===== src/rtl/kmst_pkg.sv =====
package kmst_pkg;

    localparam int MaxNodes = 64;
    localparam int MaxEdges = 256;

    localparam int VtxW   = 7;
    localparam int WgtW   = 16;
    localparam int SumW   = 22;
    localparam int NodeAw = $clog2(MaxNodes);
    localparam int EdgeAw = $clog2(MaxEdges);
    localparam int TotW   = EdgeAw + 1;
    localparam int CountW = NodeAw;
    localparam int KeyW   = WgtW + EdgeAw;

    localparam logic ActLoad    = 1'b0;
    localparam logic ActCompute = 1'b1;

    // one stored edge
    typedef struct packed {
        logic [WgtW-1:0] weight;
        logic [VtxW-1:0] to;
        logic [VtxW-1:0] from;
    } t_edge;

    // one result record
    typedef struct packed {
        logic            last;
        logic            overflow;
        logic            spanning;
        logic            edge_valid;
        logic [SumW-1:0] total;
        logic [WgtW-1:0] weight;
        logic [VtxW-1:0] to;
        logic [VtxW-1:0] from;
    } t_res;

    // controller to datapath commands
    typedef struct packed {
        logic load;
        logic start;
        logic clr_step;
        logic scan_init;
        logic scan_step;
        logic take_best;
        logic set_a;
        logic set_b;
        logic walk;
        logic latch_ru;
        logic latch_rv;
        logic union_op;
        logic push;
        logic finish;
    } t_cmd;

    // datapath to controller status
    typedef struct packed {
        logic clr_done;
        logic scan_done;
        logic best_found;
        logic at_root;
        logic roots_same;
        logic full;
        logic out_free;
    } t_sts;

endpackage


===== src/rtl/kmst_ctrl.sv =====
module kmst_ctrl import kmst_pkg::*; (
    input  logic i_clk,
    input  logic i_rst_n,
    input  logic i_in_valid,
    input  logic i_in_action,
    output logic o_in_ready,
    input  t_sts i_sts,
    output t_cmd o_cmd
);

    localparam logic [3:0] StIdle  = 4'd0;
    localparam logic [3:0] StClr   = 4'd1;
    localparam logic [3:0] StSInit = 4'd2;
    localparam logic [3:0] StScan  = 4'd3;
    localparam logic [3:0] StFaRd  = 4'd4;
    localparam logic [3:0] StFaChk = 4'd5;
    localparam logic [3:0] StFbRd  = 4'd6;
    localparam logic [3:0] StFbChk = 4'd7;
    localparam logic [3:0] StUnion = 4'd8;
    localparam logic [3:0] StPush  = 4'd9;
    localparam logic [3:0] StFin   = 4'd10;

    logic [3:0] r_state, n_state;
    logic       w_acc;

    assign o_in_ready = (r_state == StIdle);
    assign w_acc      = o_in_ready && i_in_valid;

    // accept loads and sequence one compute run
    always_comb begin
        n_state = r_state;
        o_cmd   = '0;
        case (r_state)
            StIdle: begin
                if (w_acc && i_in_action == ActLoad) begin
                    o_cmd.load = 1'b1;
                end
                if (w_acc && i_in_action == ActCompute) begin
                    o_cmd.start = 1'b1;
                    n_state     = StClr;
                end
            end
            StClr: begin
                o_cmd.clr_step = 1'b1;
                if (i_sts.clr_done) begin
                    n_state = StSInit;
                end
            end
            StSInit: begin
                o_cmd.scan_init = 1'b1;
                n_state = i_sts.full ? StFin : StScan;
            end
            StScan: begin
                o_cmd.scan_step = 1'b1;
                if (i_sts.scan_done) begin
                    if (i_sts.best_found) begin
                        o_cmd.take_best = 1'b1;
                        o_cmd.set_a     = 1'b1;
                        n_state         = StFaRd;
                    end else begin
                        n_state = StFin;
                    end
                end
            end
            StFaRd: n_state = StFaChk;
            StFaChk: begin
                if (i_sts.at_root) begin
                    o_cmd.latch_ru = 1'b1;
                    o_cmd.set_b    = 1'b1;
                    n_state        = StFbRd;
                end else begin
                    o_cmd.walk = 1'b1;
                    n_state    = StFaRd;
                end
            end
            StFbRd: n_state = StFbChk;
            StFbChk: begin
                if (i_sts.at_root) begin
                    o_cmd.latch_rv = 1'b1;
                    n_state        = StUnion;
                end else begin
                    o_cmd.walk = 1'b1;
                    n_state    = StFbRd;
                end
            end
            StUnion: begin
                if (i_sts.roots_same) begin
                    n_state = StSInit;
                end else begin
                    o_cmd.union_op = 1'b1;
                    n_state        = StPush;
                end
            end
            StPush: begin
                if (i_sts.out_free) begin
                    o_cmd.push = 1'b1;
                    n_state    = i_sts.full ? StFin : StSInit;
                end
            end
            StFin: begin
                if (i_sts.out_free) begin
                    o_cmd.finish = 1'b1;
                    n_state      = StIdle;
                end
            end
            default: n_state = StIdle;
        endcase
    end

    always_ff @(posedge i_clk) begin
        if (!i_rst_n) begin
            r_state <= StIdle;
        end else begin
            r_state <= n_state;
        end
    end

    // a run command never coincides with a load
    a_one_item: assert property (@(posedge i_clk) disable iff (!i_rst_n)
        !(o_cmd.load && o_cmd.start)) else $error("load and start together");
    a_busy_no_ready: assert property (@(posedge i_clk) disable iff (!i_rst_n)
        o_cmd.start |=> !o_in_ready) else $error("ready during run");
    a_fin_idle: assert property (@(posedge i_clk) disable iff (!i_rst_n)
        o_cmd.finish |=> o_in_ready) else $error("not idle after finish");

endmodule


===== config.mk =====
export PLATFORM = sky130hd
export DESIGN_NAME = kmst_ctrl
export DESIGN_NICKNAME = d
export VERILOG_FILES = /design/src/rtl/kmst_pkg.sv /design/src/rtl/kmst_ctrl.sv
export SDC_FILE = /design/constraint.sdc
export NUM_CORES = 1
export LEC_CHECK = 0
export BUFFER_PORTS_ARGS = -buffer_cell sky130_fd_sc_hd__buf_2
export CAP_MARGIN = 30
export CORE_AREA = 2 2 39 41
export DETAILED_ROUTE_END_ITERATION = 6
export DIE_AREA = 0 0 41 43
export GPL_ROUTABILITY_DRIVEN = 1
export PLACE_DENSITY = 0.67
export SYNTH_ARGS = -nofsm -noshare
export SYNTH_HDL_FRONTEND = slang
export SYNTH_SLANG_ARGS = --single-unit

===== constraint.sdc =====
create_clock -name i_clk -period 3.65 [get_ports i_clk]
set_input_delay 0.365 -clock i_clk [delete_from_list [all_inputs] [get_ports i_clk]]
set_output_delay 0.365 -clock i_clk [all_outputs]
set_load 0.005 [all_outputs]

==> impl_metrics.py, run 1 <==
metrics = {
    "yosys": {
        "synth_common_cells": "nand2_1, buf_2, nor3_1",
        "yosysTopAreaCell": "dfxtp_1",
        "synthTopCellsByArea": "dfxtp_1, mux2i_1, nor4b_1",
        "async_reset_ff_share_pct": 0,
        "syn_area_per_cell_um2": 7.468,
        "synthCells": 64,
        "yosysSeqAreaShare_pct": 16.75,
        "syn_area_um2": 478.0,
        "syn_nets": 75,
        "yosysWarnings": 0,
        "ys.flop_type": "dfxtp_1",
        "yosysMostFrequentCell": "nand2_1",
        "ys_types": 32,
        "synth_edf_count": 0,
        "synth_top_area_share_pct": 16.75,
        "ys_ff_latch": 4,
    },
    "clock_tree": {
        "numCtsBuffers": 3,
        "cts_resized": 0,
        "clk_pin_slew_ns": 0.03,
        "cts-htree-levels": 1,
        "postCtsSetupBuffers": 0,
        "clockBufferDepth": 2,
        "cts-root-buf": "clkbuf_4",
        "cts_tree": "built",
        "holdBufCountCts": 0,
        "insertion_delay_ns": 0.24,
        "cts_num_sinks": 4,
    },
    "setup_path": {
        "critical-path-top-delay-family": "flip-flops",
        "arrival_ns": 1.56,
        "setup.worst_path.class": "reg -> out",
        "crit_slowest_cell": "dfxtp_1",
        "required_ns": 3.28,
        "cp-start-kind": "flop",
        "crit_chain": "nand2b_2, nor2_1, and3_1, buf_2",
        "crit_path_end_kind": "output port",
        "cp_num_buf_inv": 1,
        "cpPeakStageDelay_ns": 0.71,
        "cp_max_fo": 17,
        "reg2reg_slack_ns": 1.95,
    },
    "timing": {
        "setup_ws_ns": 1.721,
        "holdWs_ns": 0.4117,
        "skew_ns": 0.009236,
        "tightest_slew_ns": 0.6238,
        "finalCritPeriodShare_pct": 52.85,
        "finalSetupTns_ns": 0,
        "rsz0062_at_grt": "no",
        "finalSetupViolCount": 0,
        "fmax_ghz": 0.5184,
        "relSlewSlack_pct": 58.35,
        "hold_viol_final": 0,
        "maxSlewViolCount": 0,
        "period_minus_slack_ns": 1.929,
    },
    "finish": {
        "fillers": 149,
        "multi_input_area_um2": 350.3,
        "finish.net_count": 97,
        "register_area_um2": 80.08,
        "regMostFlops": "r_state",
        "num_antenna_cells": 0,
        "largest_register_ffs": 4,
        "reg_top3": "r_state (4)",
        "drive_above_1_share_pct": 36.90,
        "area_growth_pct": 25.92,
    },
    "status": {
        "status": "finished, final reports clean",
    },
    "detailed_routing": {
        "route.detailed.drc": 0,
        "first_iter_violations": 7,
        "drt_wl_total_um": 1121,
        "vias_per_cell": 5.440,
        "vias": 544,
        "wl_per_cell_um": 11.21,
        "drt-pass1-iter-count": 4,
        "antenna_left": 0,
    },
    "flow_run": {
        "cap_violations": 0,
    },
    "floorplan": {
        "fp.dieW_um": 41,
        "core-area_um2": 1384,
        "die_area_um2": 1763,
        "die_h_um": 43,
        "io_pins": 26,
        "initial_core_util_pct": 34.54,
        "rows": 14,
    },
    "place": {
        "dpl.hpwl_um": 827.7,
        "place_congestion": 0.6949,
        "preCtsSetupSlack_ns": 1.939,
        "io_buffers": 25,
    },
    "global_routing": {
        "grt_pass1_wl_um": 1676,
        "grtUsageTotal_pct": 13.41,
        "grt_pass1_vias": 409,
        "antenna_found_initial": 0,
        "grt_max_degree": 20,
        "gr-total-overflow": 0,
    },
    "power": {
        "leakage_nw": 0.2772,
        "powerDensity_nw_per_um2": 477.5,
        "ir_drop_uv": 186.1,
    },
    "hold_path": {
        "hold_class": "in -> reg",
    },
}
==> placed cells by master (no fill, tap or decap), drive strengths merged <==
cell	netlist	final
buf	7	25
nand2	6	6
nor3	5	5
mux2i	4	4
dfxtp	4	4
nand2b	4	4
nor2	3	3
nor4b	3	3
o21ai	3	3
a21oi	3	3
clkbuf	1	3
and3	2	2
nor3b	2	2
nor4	2	2
and2	2	2
nand3	1	1
inv	1	1
nor2b	1	1
nand4b	1	1
xnor2	1	1
a22oi	1	1
a31oi	1	1
a41oi	1	1
and4b	1	1
a221o	1	1
a32o	1	1
a311oi	1	1
o31ai	1	1
==> through the flow <==
step	std cells	power, mW	cell area, um^2	utilization, %
2_1_floorplan	64	0.1982	478.0	-
3_3_place_gp	97	0.2318	579.3	41.86
3_5_place_dp	97	0.2328	579.3	41.86
4_1_cts	100	0.2899	601.8	43.49
5_1_grt	100	0.3157	601.8	43.49
6_report	100	0.2874	601.8	43.49
==> worst register-to-register path, cell delays in order (launching register included) <==
cell      delay [ns]
dfxtp_1         0.64
nand2b_2        0.28
a21oi_1         0.06
a221o_1         0.36
a32o_1          0.25
==> final cells by class <==
class                      instances  share of cell area [%]
multi-input combinational         51                   58.21
tap                               16                   3.326
timing repair buffer              25                   20.79
inverter                           1                  0.6237
clock buffer                       3                   3.742
sequential                         4                   13.31
==> metal layers <==
metal / vias to the layer above / track usage [%] / wire, um
met5: - / 0 / 0
met4: 0 / 4.000 / 0
met3: 0 / 3.141 / 80
met2: 19 / 19.69 / 510
met1: 245 / 18.79 / 529
li1: 280 / - / -
==> final timing paths <==
check / startpoint / to / cells after the start
worst max-delay path: r_state[1] / o_cmd[8] / 4
worst min-delay path: i_rst_n / r_state[3] / 2
worst max register to register: r_state[3] / r_state[3] / 4
worst min register to register: r_state[0] / r_state[0] / 2
==> kinds of logic (layout without fill, tap and decap cells) <==
| logic type | Yosys count | in the layout | synth area share [%] |
|---|---|---|---|
| multiplexers | 4 | 4 | 8.377 |
| AO/OA/AOI/OAI | 13 | 13 | 18.59 |
| flip-flops | 4 | 4 | 16.75 |
| AND/OR/NAND/NOR | 33 | 33 | 44.50 |
| XOR/XNOR | 1 | 1 | 1.833 |
| buffers and inverters | 9 | 29 | 9.944 |
==> report_power, final <==
group,switching [mW],internal (mW)
registers,0.0423,0.0529
clock network,0.0205,0.0369
logic,0.0578,0.0769
No activity file was read; power rests on OpenSTA's default activity.
==> inputs of run 2 (changes only) <==
- clock period: 3.65 -> 1.8 ns (I/O delays scaled with it)
==> impl_metrics.py, run 2 (same netlist as run 1, synthesis figures left out) <==
metrics = {
    "global_routing": {
        "grtUsageTotal_pct": 14.81,
        "gr-total-overflow": 0,
        "grt_pass1_vias": 422,
        "grt_pass1_wl_um": 1869,
        "grt_max_degree": 16,
        "antenna_found_initial": 0,
    },
    "power": {
        "powerDensity_nw_per_um2": 985.0,
        "total_power_mw": 0.6236,
        "ir_drop_uv": 436.2,
        "leakage_nw": 0.2988,
    },
    "timing": {
        "finalCritPeriodShare_pct": 92.54,
        "relSlewSlack_pct": 73.17,
        "hold_viol_final": 0,
        "finalSetupViolCount": 0,
        "setup_ws_ns": 0.1343,
        "tightest_slew_ns": 0.4019,
        "period_minus_slack_ns": 1.666,
        "fmax_ghz": 0.6004,
        "maxSlewViolCount": 0,
        "finalSetupTns_ns": 0,
        "rsz0062_at_grt": "no",
        "skew_ns": 0.004997,
    },
    "clock_tree": {
        "insertion_delay_ns": 0.24,
        "cts_num_sinks": 4,
        "cts-root-buf": "clkbuf_4",
        "clockBufferDepth": 2,
        "holdBufCountCts": 0,
        "cts_tree": "built",
        "cts-htree-levels": 1,
        "clk_pin_slew_ns": 0.04,
        "numCtsBuffers": 3,
    },
    "place": {
        "placed_cell_area_um2": 609.3,
        "dpl.hpwl_um": 973.2,
        "place_congestion": 0.7725,
        "io_buffers": 25,
        "preCtsSetupSlack_ns": 0.2110,
    },
    "finish": {
        "finish.net_count": 101,
        "area_growth_pct": 32.46,
        "fin_util_pct": 45.75,
        "final_common_cell": "buf_2",
        "final_cell_mix": "buf_2, nand2_1, nor3_1, mux2i_1, buf_4",
        "finalInstanceArea_um2": 633.1,
        "largest_register_ffs": 4,
        "drive_above_1_share_pct": 40.91,
        "reg_top3": "r_state (4)",
        "regMostFlops": "r_state",
        "num_antenna_cells": 0,
        "fillers": 142,
    },
    "detailed_routing": {
        "wl_per_cell_um": 12.38,
        "first_iter_violations": 14,
        "drt_wl_total_um": 1288,
        "drt-pass1-iter-count": 6,
        "vias_per_cell": 5.462,
        "vias": 568,
        "route.detailed.drc": 0,
        "antenna_left": 0,
    },
    "setup_path": {
        "cp-start-kind": "flop",
        "crit_path_end_kind": "output port",
        "setup.worst_path.class": "reg -> out",
        "arrival_ns": 1.49,
        "required_ns": 1.62,
        "cp_max_fo": 9,
    },
    "flow_run": {
        "cap_violations": 0,
    },
    "floorplan": {
        "initial_core_util_pct": 34.54,
        "die_area_um2": 1763,
        "die_h_um": 43,
        "fp.dieW_um": 41,
        "core-area_um2": 1384,
        "rows": 14,
        "io_pins": 26,
    },
    "status": {
        "status": "finished, final reports clean",
    },
    "hold_path": {
        "hold_class": "in -> reg",
    },
}
run 2: area by class of cell:
cell class	count	area [um^2]	area share, %
tap	16	20.02	3.162
timing repair buffer	29	155.1	24.51
multi-input combinational	51	350.3	55.34
clock buffer	3	22.52	3.557
sequential	4	81.33	12.85
inverter	1	3.754	0.5929
run 2: critical path, cell delays in order (launching register included):
cell and delay [ns]:
dfxtp_1 0.41, buf_4 0.22, nor4_4 0.33, and3_1 0.19, buf_2 0.10
run 2: report_power, final:
group	total (mW)	internal (mW)	switching, mW
registers	0.167	0.109	0.0580
logic	0.339	0.176	0.162
clock network	0.118	0.0750	0.0427
total	0.624	0.361	0.263
run 2: stage by stage:
stage | hold slack [ns] | std cells
floorplan | 0.3058 | 64
global placement | 0.4647 | 101
detailed placement | 0.4772 | 101
CTS | 0.2263 | 104
global route | 0.2371 | 104
finish | 0.2327 | 104
run 2: routing by layer:
metal  routed length, um  track usage, %  up-vias
met1                 580           20.70      261
met2                 614           23.13       23
li1                    -               -      284
met4                   0           2.000        0
met5                   0               0        -
met3                  93           3.141        0
run 2: path summary, 6_finish.rpt:
path	startpoint	to	slack (ns)	depth (start not counted)
min reg2reg	r_state[1]	r_state[1]	0.61	2
max	r_state[1]	o_cmd[12]	0.13	4
max reg2reg	r_state[2]	r_state[1]	0.26	5
min	i_rst_n	r_state[0]	0.23	3
run 2: repair_timing:
| action | 4_1_cts | 5_1_grt |
|---|---|---|
| setup endpoints to repair | 0 | 2 |
| resized for setup | 0 | 1 |
| setup buffers | 0 | 0 |
==> inputs of run 3 (changes only) <==
- ABC_AREA: unset -> 1
- PLACE_DENSITY: 0.67 -> 0.69
==> impl_metrics.py, run 3 <==
metrics = {
    "yosys": {
        "synth_common_cells": "inv_1, nand2_1, nor2_1",
        "synth_top_area_share_pct": 15.96,
        "synthTopCellsByArea": "dfxtp_1, inv_1, nand2_1",
        "syn_nets": 106,
        "ys_ff_latch": 4,
        "ys.flop_type": "dfxtp_1",
        "async_reset_ff_share_pct": 0,
        "yosysWarnings": 0,
        "yosysSeqAreaShare_pct": 15.96,
        "synth_edf_count": 0,
        "synthCells": 95,
        "yosysTopAreaCell": "dfxtp_1",
        "syn_area_per_cell_um2": 5.281,
        "syn_area_um2": 501.7,
        "ys_types": 17,
    },
    "status": {
        "status": "finished, final reports clean",
    },
    "place": {
        "io_buffers": 25,
        "dpl.hpwl_um": 1072,
        "placedCellCount": 134,
        "place_congestion": 0.8856,
    },
    "clock_tree": {
        "cts-root-buf": "clkbuf_4",
        "cts_tree": "built",
        "cts_num_sinks": 4,
        "postCtsSetupBuffers": 0,
        "clockBufferDepth": 2,
        "insertion_delay_ns": 0.23,
        "numCtsBuffers": 3,
        "cts_resized": 0,
        "clk_pin_slew_ns": 0.04,
        "cts-htree-levels": 1,
        "holdBufCountCts": 0,
    },
    "flow_run": {
        "cap_violations": 0,
    },
    "global_routing": {
        "gr-total-overflow": 0,
        "grt_max_degree": 6,
        "grt_pass1_wl_um": 1807,
        "antenna_found_initial": 0,
        "grt_pass1_vias": 486,
        "grtUsageTotal_pct": 14.86,
    },
    "finish": {
        "largest_register_ffs": 4,
        "finalNonFillerCells": 137,
        "final_common_cell": "buf_2",
        "num_antenna_cells": 0,
        "regMostFlops": "r_state",
        "drive_above_1_share_pct": 37.19,
        "reg_top3": "r_state (4)",
        "finish.net_count": 134,
        "final_cell_mix": "buf_2, nand2_1, inv_1, nor2_1, nand3_1",
        "fillers": 177,
        "area_growth_pct": 30.42,
    },
    "detailed_routing": {
        "drt-pass1-iter-count": 3,
        "vias": 610,
        "first_iter_violations": 18,
        "vias_per_cell": 4.453,
        "antenna_left": 0,
        "route.detailed.drc": 0,
        "drt_wl_total_um": 1230,
        "wl_per_cell_um": 8.978,
    },
    "power": {
        "leakage_nw": 0.4395,
        "p_seq_share_pct": 21.3,
        "p_clk_share_pct": 16.7,
        "switching_power_mw": 0.3095,
        "switching_share_pct": 47.75,
        "pwr-share-comb_pct": 62.1,
        "ir_drop_uv": 588.5,
        "powerDensity_nw_per_um2": 990.6,
        "internal_power_mw": 0.3387,
    },
    "timing": {
        "finalCritPeriodShare_pct": 84.90,
        "period_minus_slack_ns": 1.528,
        "finalSetupViolCount": 0,
        "maxSlewViolCount": 0,
        "finalSetupTns_ns": 0,
        "skew_ns": 0.0009369,
        "holdWs_ns": 0.2131,
        "hold_viol_final": 0,
        "tightest_slew_ns": 0.2520,
        "rsz0062_at_grt": "no",
        "fmax_ghz": 0.6544,
        "relSlewSlack_pct": 83.18,
    },
    "setup_path": {
        "crit_chain": "nor2_2, inv_2, nor2_2, nand2_1, nor2_1, buf_2",
        "cp_num_buf_inv": 2,
        "path_common_cell": "nor2_2",
        "cp_max_fo": 5,
        "cpPeakStageDelay_ns": 0.34,
        "critical-path-top-delay-family": "simple AND/OR/NAND/NOR gates",
        "arrival_ns": 1.35,
        "crit_path_end_kind": "output port",
        "required_ns": 1.62,
        "setup.worst_path.class": "reg -> out",
        "crit_slowest_cell": "dfxtp_1",
        "cp-start-kind": "flop",
    },
    "floorplan": {
        "die_area_um2": 1763,
        "initial_core_util_pct": 36.26,
        "io_pins": 26,
        "die_h_um": 43,
        "core-area_um2": 1384,
        "rows": 14,
        "fp.dieW_um": 41,
    },
    "hold_path": {
        "hold_class": "in -> reg",
    },
}
[run 3: cell types whose count changed after synthesis, sizes merged, moves of 2 or more]
cell / delta
nand2: +17
nor2: +21
inv: +22
and3: -2
buf: -5
nor3b: -2
and2: -2
mux2i: -4
nor3: -4
nand3: +10
nand2b: -4
nor4b: -3
[run 3: cell families (layout without fill, tap and decap cells)]
kind of cell / Yosys count / count (layout) / share of synthesized area (%)
AOI/OAI and AO/OA: 5 / 5 / 5.734
DFF: 4 / 4 / 15.96
buffers and inverters: 25 / 51 / 20.20
and+or+nand+nor: 61 / 61 / 58.10
[run 3: area by class of cell]
type                            count  area, um^2  share of cell area, %
Timing Repair Buffer               25       125.1                  19.12
Clock buffer                        3       22.52                  3.442
Tap cell                           16       20.02                  3.059
Multi-Input combinational cell     66       320.3                  48.95
Inverter                           23       86.33                  13.19
Sequential cell                     4       80.08                  12.24
[run 3: final timing paths]
| check | endpoint | start | depth (start not counted) | slack, ns |
|---|---|---|---|---|
| worst max-delay path | o_cmd[7] | r_state[3] | 6 | 0.27 |
| worst min-delay path | r_state[3] | i_rst_n | 3 | 0.21 |
| worst max register to register | r_state[3] | r_state[0] | 9 | 0.48 |
| worst min register to register | r_state[0] | r_state[0] | 2 | 0.53 |
[run 3: tightest hold or removal path, delay by kind of cell]
| family | cells | cell delay [ns] |
|---|---|---|
| buf+inv | 2 | 0.13 |
| simple gates | 1 | 0.09 |
[run 3: through the flow]
stage	utilization, %	cell area [um^2]	power, mW	setup WS (ns)
after floorplan	-	501.7	0.4270	0.5566
after global placement	45.66	631.9	0.5354	0.5359
after detailed placement	45.66	631.9	0.5409	0.4969
after CTS	47.29	654.4	0.6563	0.2461
after global routing	47.29	654.4	0.7165	0.1221
final	47.29	654.4	0.6482	0.2719
[run 3: power groups by stage]
stage	Combinational, mW	Clock (mW)	Sequential [mW]
CTS	0.403	0.115	0.138
global placement	0.399	0	0.137
finish	0.402	0.108	0.138
detailed placement	0.402	0	0.139
floorplan	0.294	0	0.133
global route	0.455	0.120	0.141
[run 3: metal layers]
layer / GRT usage [%] / routed length (um)
met5: 0 / 0
met4: 4.000 / 0
met3: 3.141 / 43
met2: 24.38 / 613
met1: 18.65 / 573
